<file path="src/rtl/core/bba_pkg.sv">
// Shared types, codes and reset constants of the bitmap block allocator.
package bba_pkg;

  // Field widths
  localparam int BLK_W  = 13;  // block number as seen on the ports
  localparam int POS_W  = 14;  // scan position and cursor, reach the limit register range
  localparam int CNT_W  = 14;  // free counter
  localparam int CFG_AW = 4;   // APB byte address, four 32-bit registers

  // Map size default
  localparam int MAP_BITS_DEF = 8192;

  // Free counter ceiling
  localparam logic [CNT_W-1:0] CNT_MAX = '1;

  // Register reset values
  localparam logic [BLK_W-1:0] FIRST_RST     = 13'd1;
  localparam logic [POS_W-1:0] LIMIT_RST     = 14'd8192;
  localparam logic             MUTATE_RST    = 1'b1;
  localparam logic [CNT_W-1:0] INIT_FREE_RST = 14'd8191;

  // Register indexes (paddr[3:2])
  localparam logic [1:0] REG_FIRST     = 2'd0;
  localparam logic [1:0] REG_LIMIT     = 2'd1;
  localparam logic [1:0] REG_MUTATE    = 2'd2;
  localparam logic [1:0] REG_INIT_FREE = 2'd3;

  // Operation codes
  localparam logic [1:0] OP_ALLOC = 2'd0;
  localparam logic [1:0] OP_FREE  = 2'd1;
  localparam logic [1:0] OP_LOAD  = 2'd2;

  // Result status codes
  typedef enum logic [2:0] {
    ST_OK           = 3'd0,
    ST_ALREADY_FREE = 3'd1,
    ST_NONE_FREE    = 3'd2,
    ST_REFUSED      = 3'd3,
    ST_RANGE        = 3'd4
  } status_t;

  // Live configuration handed to the engine
  typedef struct packed {
    logic [BLK_W-1:0] first_block;
    logic [POS_W-1:0] block_limit;
    logic             mutate_enable;
  } cfg_t;

  // Finished result from the engine
  typedef struct packed {
    logic             valid;
    logic [BLK_W-1:0] granted_block;
    status_t          status;
    logic [CNT_W-1:0] free_count;
  } res_t;

endpackage

</file>
<file path="src/rtl/core/bba_regs.sv">
// APB configuration registers of the bitmap block allocator.
module bba_regs import bba_pkg::*; (
  input  logic              clk,
  input  logic              rst_n,
  input  logic              psel,
  input  logic              penable,
  input  logic              pwrite,
  input  logic [CFG_AW-1:0] paddr,
  input  logic [31:0]       pwdata,
  output logic [31:0]       prdata,
  output logic              pready,
  output cfg_t              cfg
);

  logic [BLK_W-1:0] first_r;
  logic [POS_W-1:0] limit_r;
  logic             mutate_r;
  logic [CNT_W-1:0] init_free_r;
  logic             wr;
  logic [1:0]       idx;

  assign pready = 1'b1;
  assign wr     = psel & penable & pwrite;
  assign idx    = paddr[CFG_AW-1:2];

  // register writes
  always_ff @(posedge clk) begin
    if (!rst_n) begin
      first_r     <= FIRST_RST;
      limit_r     <= LIMIT_RST;
      mutate_r    <= MUTATE_RST;
      init_free_r <= INIT_FREE_RST;
    end else if (wr) begin
      unique case (idx)
        REG_FIRST:     first_r     <= pwdata[BLK_W-1:0];
        REG_LIMIT:     limit_r     <= pwdata[POS_W-1:0];
        REG_MUTATE:    mutate_r    <= pwdata[0];
        REG_INIT_FREE: init_free_r <= pwdata[CNT_W-1:0];
        default: ;
      endcase
    end
  end

  // read mux
  always_comb begin
    unique case (idx)
      REG_FIRST:     prdata = 32'(first_r);
      REG_LIMIT:     prdata = 32'(limit_r);
      REG_MUTATE:    prdata = 32'(mutate_r);
      REG_INIT_FREE: prdata = 32'(init_free_r);
      default:       prdata = '0;
    endcase
  end

  assign cfg.first_block   = first_r;
  assign cfg.block_limit   = limit_r;
  assign cfg.mutate_enable = mutate_r;

endmodule

</file>
<file path="config.mk">
export PLATFORM = sky130hd
export DESIGN_NAME = bba_regs
export DESIGN_NICKNAME = d
export VERILOG_FILES = /design/src/rtl/core/bba_pkg.sv /design/src/rtl/core/bba_regs.sv
export SDC_FILE = /design/constraint.sdc
export NUM_CORES = 1
export LEC_CHECK = 0
export BUFFER_PORTS_ARGS = -buffer_cell sky130_fd_sc_hd__clkbuf_2
export CORE_MARGIN = 8
export CORE_UTILIZATION = 50
export DETAILED_ROUTE_END_ITERATION = 8
export PLACE_DENSITY = 0.85
export RECOVER_POWER = 25
export SLEW_MARGIN = 10
export SYNTH_ARGS = -nofsm -noshare
export SYNTH_HDL_FRONTEND = slang
export SYNTH_SLANG_ARGS = --single-unit
</file>
<file path="constraint.sdc">
create_clock -name clk -period 3.2 [get_ports clk]
set_clock_uncertainty 0.15 [all_clocks]
set_input_delay 0.8 -clock clk [delete_from_list [all_inputs] [get_ports clk]]
set_output_delay 0.8 -clock clk [all_outputs]
set_load 0.03 [all_outputs]
</file>
# == Word-level counts from Yosys, hierarchy flattened ==
# Cells that the tools add are included.
# classes
eq_ne,3
n_mux,1
bitwise,2
n_reduce_logical,5
# op_table
operator,n
32-bit case mux with 4 select lines,1
2-bit AND reduction,4
2-bit equality test (second input constant),2
1-bit bitwise AND,2
2-bit by 1-bit equality test with 1-bit output (second input constant),1
2-bit logical NOT,1
# totals
ff_bits,42
input_bits,41
output_inout_bits,61
word_cells,15

# == Longest topological paths before layout ==
# depth
depth_word,3
mapped_depth,7
mapped_depth_nobuf,3

# == Least setup slack after synthesis ==
# Ideal clock, no wire load.
# synth_path
kind,input -> output
startpoint,input port paddr[2]
endpoint,output port prdata[10]
arrival_ns,1.964
setup_slack_ns,0.286
cell_stages,4
path_buffers,2
cell_sequence,buf_6 buf_2 mux2i_1 o21ai_0
# synth_between
elab_chain_len,2
elab_cells_between_ends,5
cone_classes,eq/ne (3); mux (1); reduce/logical (1)
# synth_lines
element,line,rtl
start: declaration,bba_regs.sv:8,"input logic [CFG_AW-1:0] paddr,"
"2-bit equality test, or another cell as far along",bba_regs.sv:46,unique case (idx)
32-bit case mux with 4 select lines (*),bba_regs.sv:46,
end: declaration,bba_regs.sv:10,"output logic [31:0] prdata,"
# Mark *: on every way between the ends. The rest lies on a longest branch, timed or not. The select of a mux whose other input is x is not followed.

# == Worst setup path in the final report ==
# layout_path
startpoint,input port paddr[2]
endpoint,output port prdata[7]
# The elaborated chain is that of the path after synthesis.

==> results.txt <==
----------------------------------------------------
[Detailed routing]
  Post-detailed-routing wire length ... 5090 um
  First drt pass iteration count ... 4
  Number of DRC violations after detailed routing ... 0
  Vias per Instance ... 4.92
  Count of antenna-violating nets left after detailed routing ... 0
  Count of vias placed by the detailed router ... 1722
  WL/cell ... approximately 15 um
  Iteration-0 DRC Markers ... 49

[Critical path]
  Crit-path most repeated cell ... clkbuf_2
  Type of the setup path with the least slack ... input pin to output port
  Endpoint kind of the worst setup timing path ... output port
  Maximum single-stage delay on the critical path ... ~0.3 ns
  CP bufs+invs ... 3
  Startpoint kind of the worst setup timing path ... input pin
  Slowest-stage cell, CP ... buf_4
  Critical-path maximum fanout ... 10
  Required time at the worst-slack endpoint ... between 2 and 2.5 ns
  Crit-path leading delay family ... buffers and inverters
  Endpoint arrival time on the critical path ... approximately 1.9 ns
  Critical-path cell list ... clkbuf_2, buf_4, mux2i_1, o21ai_0, clkbuf_2

[Global routing]
  Initial antenna violation count ... 0
  Number of global-route vias before repair ... approximately 1700
  Global router's overall resource usage ... between 10% and 20%
  Grt total ovfl ... 0
  Maximum number of pins on one net before global-route repair ... 27
  First-pass GRT wire length ... ~8000 um

[Power]
  Net switching component of the power ... roughly 0.30 mW
  Switching power as a share of total power ... approximately 29%
  Combinational fraction of design power ... roughly 16%
  Leakage component of the power ... 1.12 nW
  Proportion of power drawn by flip-flops and latches ... between 50% and 60%
  Pwr per Cell Area ... about 430 mW/mm^2
  Clock network power share ... 33.3%
  Internal power ... ~0.75 mW
  Worst ir drop on vdd ... between 0.2 and 0.3 mV

[Clock tree]
  Clock Sink Count ... between 40 and 50
  Post-cts repair resize count ... 0
  Number of buffers added for setup after CTS ... 0
  Root buffer cell ... clkbuf_8
  Clock slew seen by the registers of the worst setup and hold paths ... around 0.080 ns
  Insertion delay of the later-clocked pin in the worst-skew pair ... 0.29 ns
  TritonCTS clock tree ... done
  Deepest clock path buffer count ... 2
  Number of H-tree levels ... 2
  Number of CTS-inserted buffers ... 5
  Number of buffers inserted by hold repair at cts ... 0

[Synth]
  Most used standard cell by instance count after synthesis ... nand2_1
  Largest area contributor in the netlist ... dfxtp_1
  Dominant synthesized flop cell ... dfxtp_1
  Top cells by count, synth ... 52 x nand2_1, 42 x dfxtp_1, 40 x mux2i_1
  Synthesized instance count ... between 200 and 250
  Synth warnings ... 0
  Count of state elements after synthesis ... 42
  Count of cell types in the netlist ... 27
  Asr flop ratio synth ... 0%
  Netlist area before placement ... ~0.0022 mm^2
  Post-synthesis sequential area ratio ... 38.6%
  Average size of a mapped cell ... 8.95 um^2
  Leading post-synthesis cells by cell area ... dfxtp_1 39%, mux2i_1 18%, nand2_1 9.0%
  Area fraction of the dominant cell type after synthesis ... slightly below 40%
  EDFF count, synth ... 0

[Placed design]
  Post-Place Worst Slack ... ~0.34 ns
  DP HPWL ... between 3000 and 4000 um
  Number of cells in the design after placement ... between 300 and 400
  Placer congestion estimate ... about 0.76
  Count of input and output buffers ... between 60 and 70

[Layout]
  Share of layout cells above drive strength 1 ... between 20 and 30%
  Final-stage net count ... 338
  Non-filler instance count after layout ... 350
  Syn-to-layout area delta ... 13.1%
  Diode count ... 0

[Die]
  Number of rows in the core area ... 24
  Area enclosed by the die boundary ... 0.00672 mm^2
  Die X-Extent ... 82.0 um
  Ports placed on the boundary ... between 100 and 150
  Area of the placeable core ... between 0.004 and 0.005 mm^2
  Starting density of the core ... between 50% and 60%
  Chip height ... just over 80 um

[Timing]
  Final period utilization ... slightly below 90%
  Slew of the pin with the lowest slew margin ... 0.981 ns
  Final hold violations ... 0
  Setup repair after global routing missed its margin ... no
  Total of endpoints with negative setup slack in the final report ... 0
  Worst slew slack as a fraction of its limit ... between 30% and 40%
  Final sum of negative setup slack ... 0 ns
  Tmin final ... 2.85 ns
  Post-route setup slack ... around 0.35 ns
  Total count of max-transition violations in the final report ... 0
  Maximum frequency from static timing analysis ... 351 MHz

[Job]
  Total of max-cap violations ... 0

[Status]
  Status ... finished, final reports clean

[Hold path]
  Kind of path behind the tightest hold check ... flop to flop

----------------------------------------------------
cell usage in the layout (no fill, tap or decap), types with 2 or more instances in the layout:
cell type / n
dfxtp_1: 42
nor2b_1: 2
o211ai_2: 9
conb_1: 19
nand3_1: 13
o211ai_1: 4
o21ai_0: 13
clkbuf_1: 16
buf_4: 7
mux2i_1: 40
inv_1: 14
clkbuf_2: 47
clkbuf_8: 6
nand2_1: 52
and2_4: 2
area by class of cell:
cell class / instances / area [um^2]
tap: 52 / 65.1
sequential: 42 / 841
timing repair buffer: 69 / 344
multi-input combinational: 165 / 1070
fill: 416 / 1800
clock inverter: 1 / 5.00
clock buffer: 7 / 86.3
inverter: 14 / 52.6
power by group through the flow:
stage | clock network (mW) | registers [mW] | logic (mW)
floorplan | 0 | 0.556 | 0.135
global placement | 0 | 0.547 | 0.166
detailed placement | 0 | 0.548 | 0.167
CTS | 0.361 | 0.536 | 0.167
global route | 0.384 | 0.537 | 0.179
finish | 0.350 | 0.535 | 0.165
stage by stage:
| step | hold slack [ns] | area (um^2) | util (%) | power [mW] |
|---|---|---|---|---|
| after floorplan | 0.284 | 2240 | - | 0.691 |
| after global placement | 0.299 | 2400 | 56.3 | 0.713 |
| after detailed placement | 0.312 | 2400 | 56.3 | 0.715 |
| after CTS | 0.323 | 2490 | 58.4 | 1.06 |
| after global routing | 0.348 | 2460 | 57.7 | 1.10 |
| final | 0.315 | 2460 | 57.7 | 1.05 |
routing by layer:
layer	global-route usage [%]	vias to the layer above	wire length (um)
li1	-	873	-
met1	17.0	794	2040
met2	27.2	49	2620
met3	4.38	6	385
met4	4.91	0	51
met5	0	-	0
cell families after synthesis:
| family | share of synthesized area (%) |
|---|---|
| simple gates | 16.1 |
| buf+inv | 15.0 |
| flops | 38.6 |
| mux | 19.4 |
| compound gates | 10.5 |
| other cells | 0.345 |
path summary, 6_finish.rpt:
check | from | endpoint | slack (ns) | cells past startpoint
max | paddr[2] | prdata[7] | 0.35 | 5
min reg2reg | init_free_r[13] | init_free_r[13] | 0.31 | 2
max reg2reg | init_free_r[0] | init_free_r[0] | 2.29 | 3
min | init_free_r[13] | init_free_r[13] | 0.31 | 2
registers in the layout, summed over array words and instances (netlist names):
signal       cells
init_free_r     14
limit_r         14
first_r         13
mutate_r         1
tightest hold or removal path: cells and delay by family (launching register included):
kind | cells | cell delay, ns
DFF | 1 | 0.32
and+or+nand+nor | 1 | 0.05
muxes | 1 | 0.05
Power figures use the tool's default switching activity.
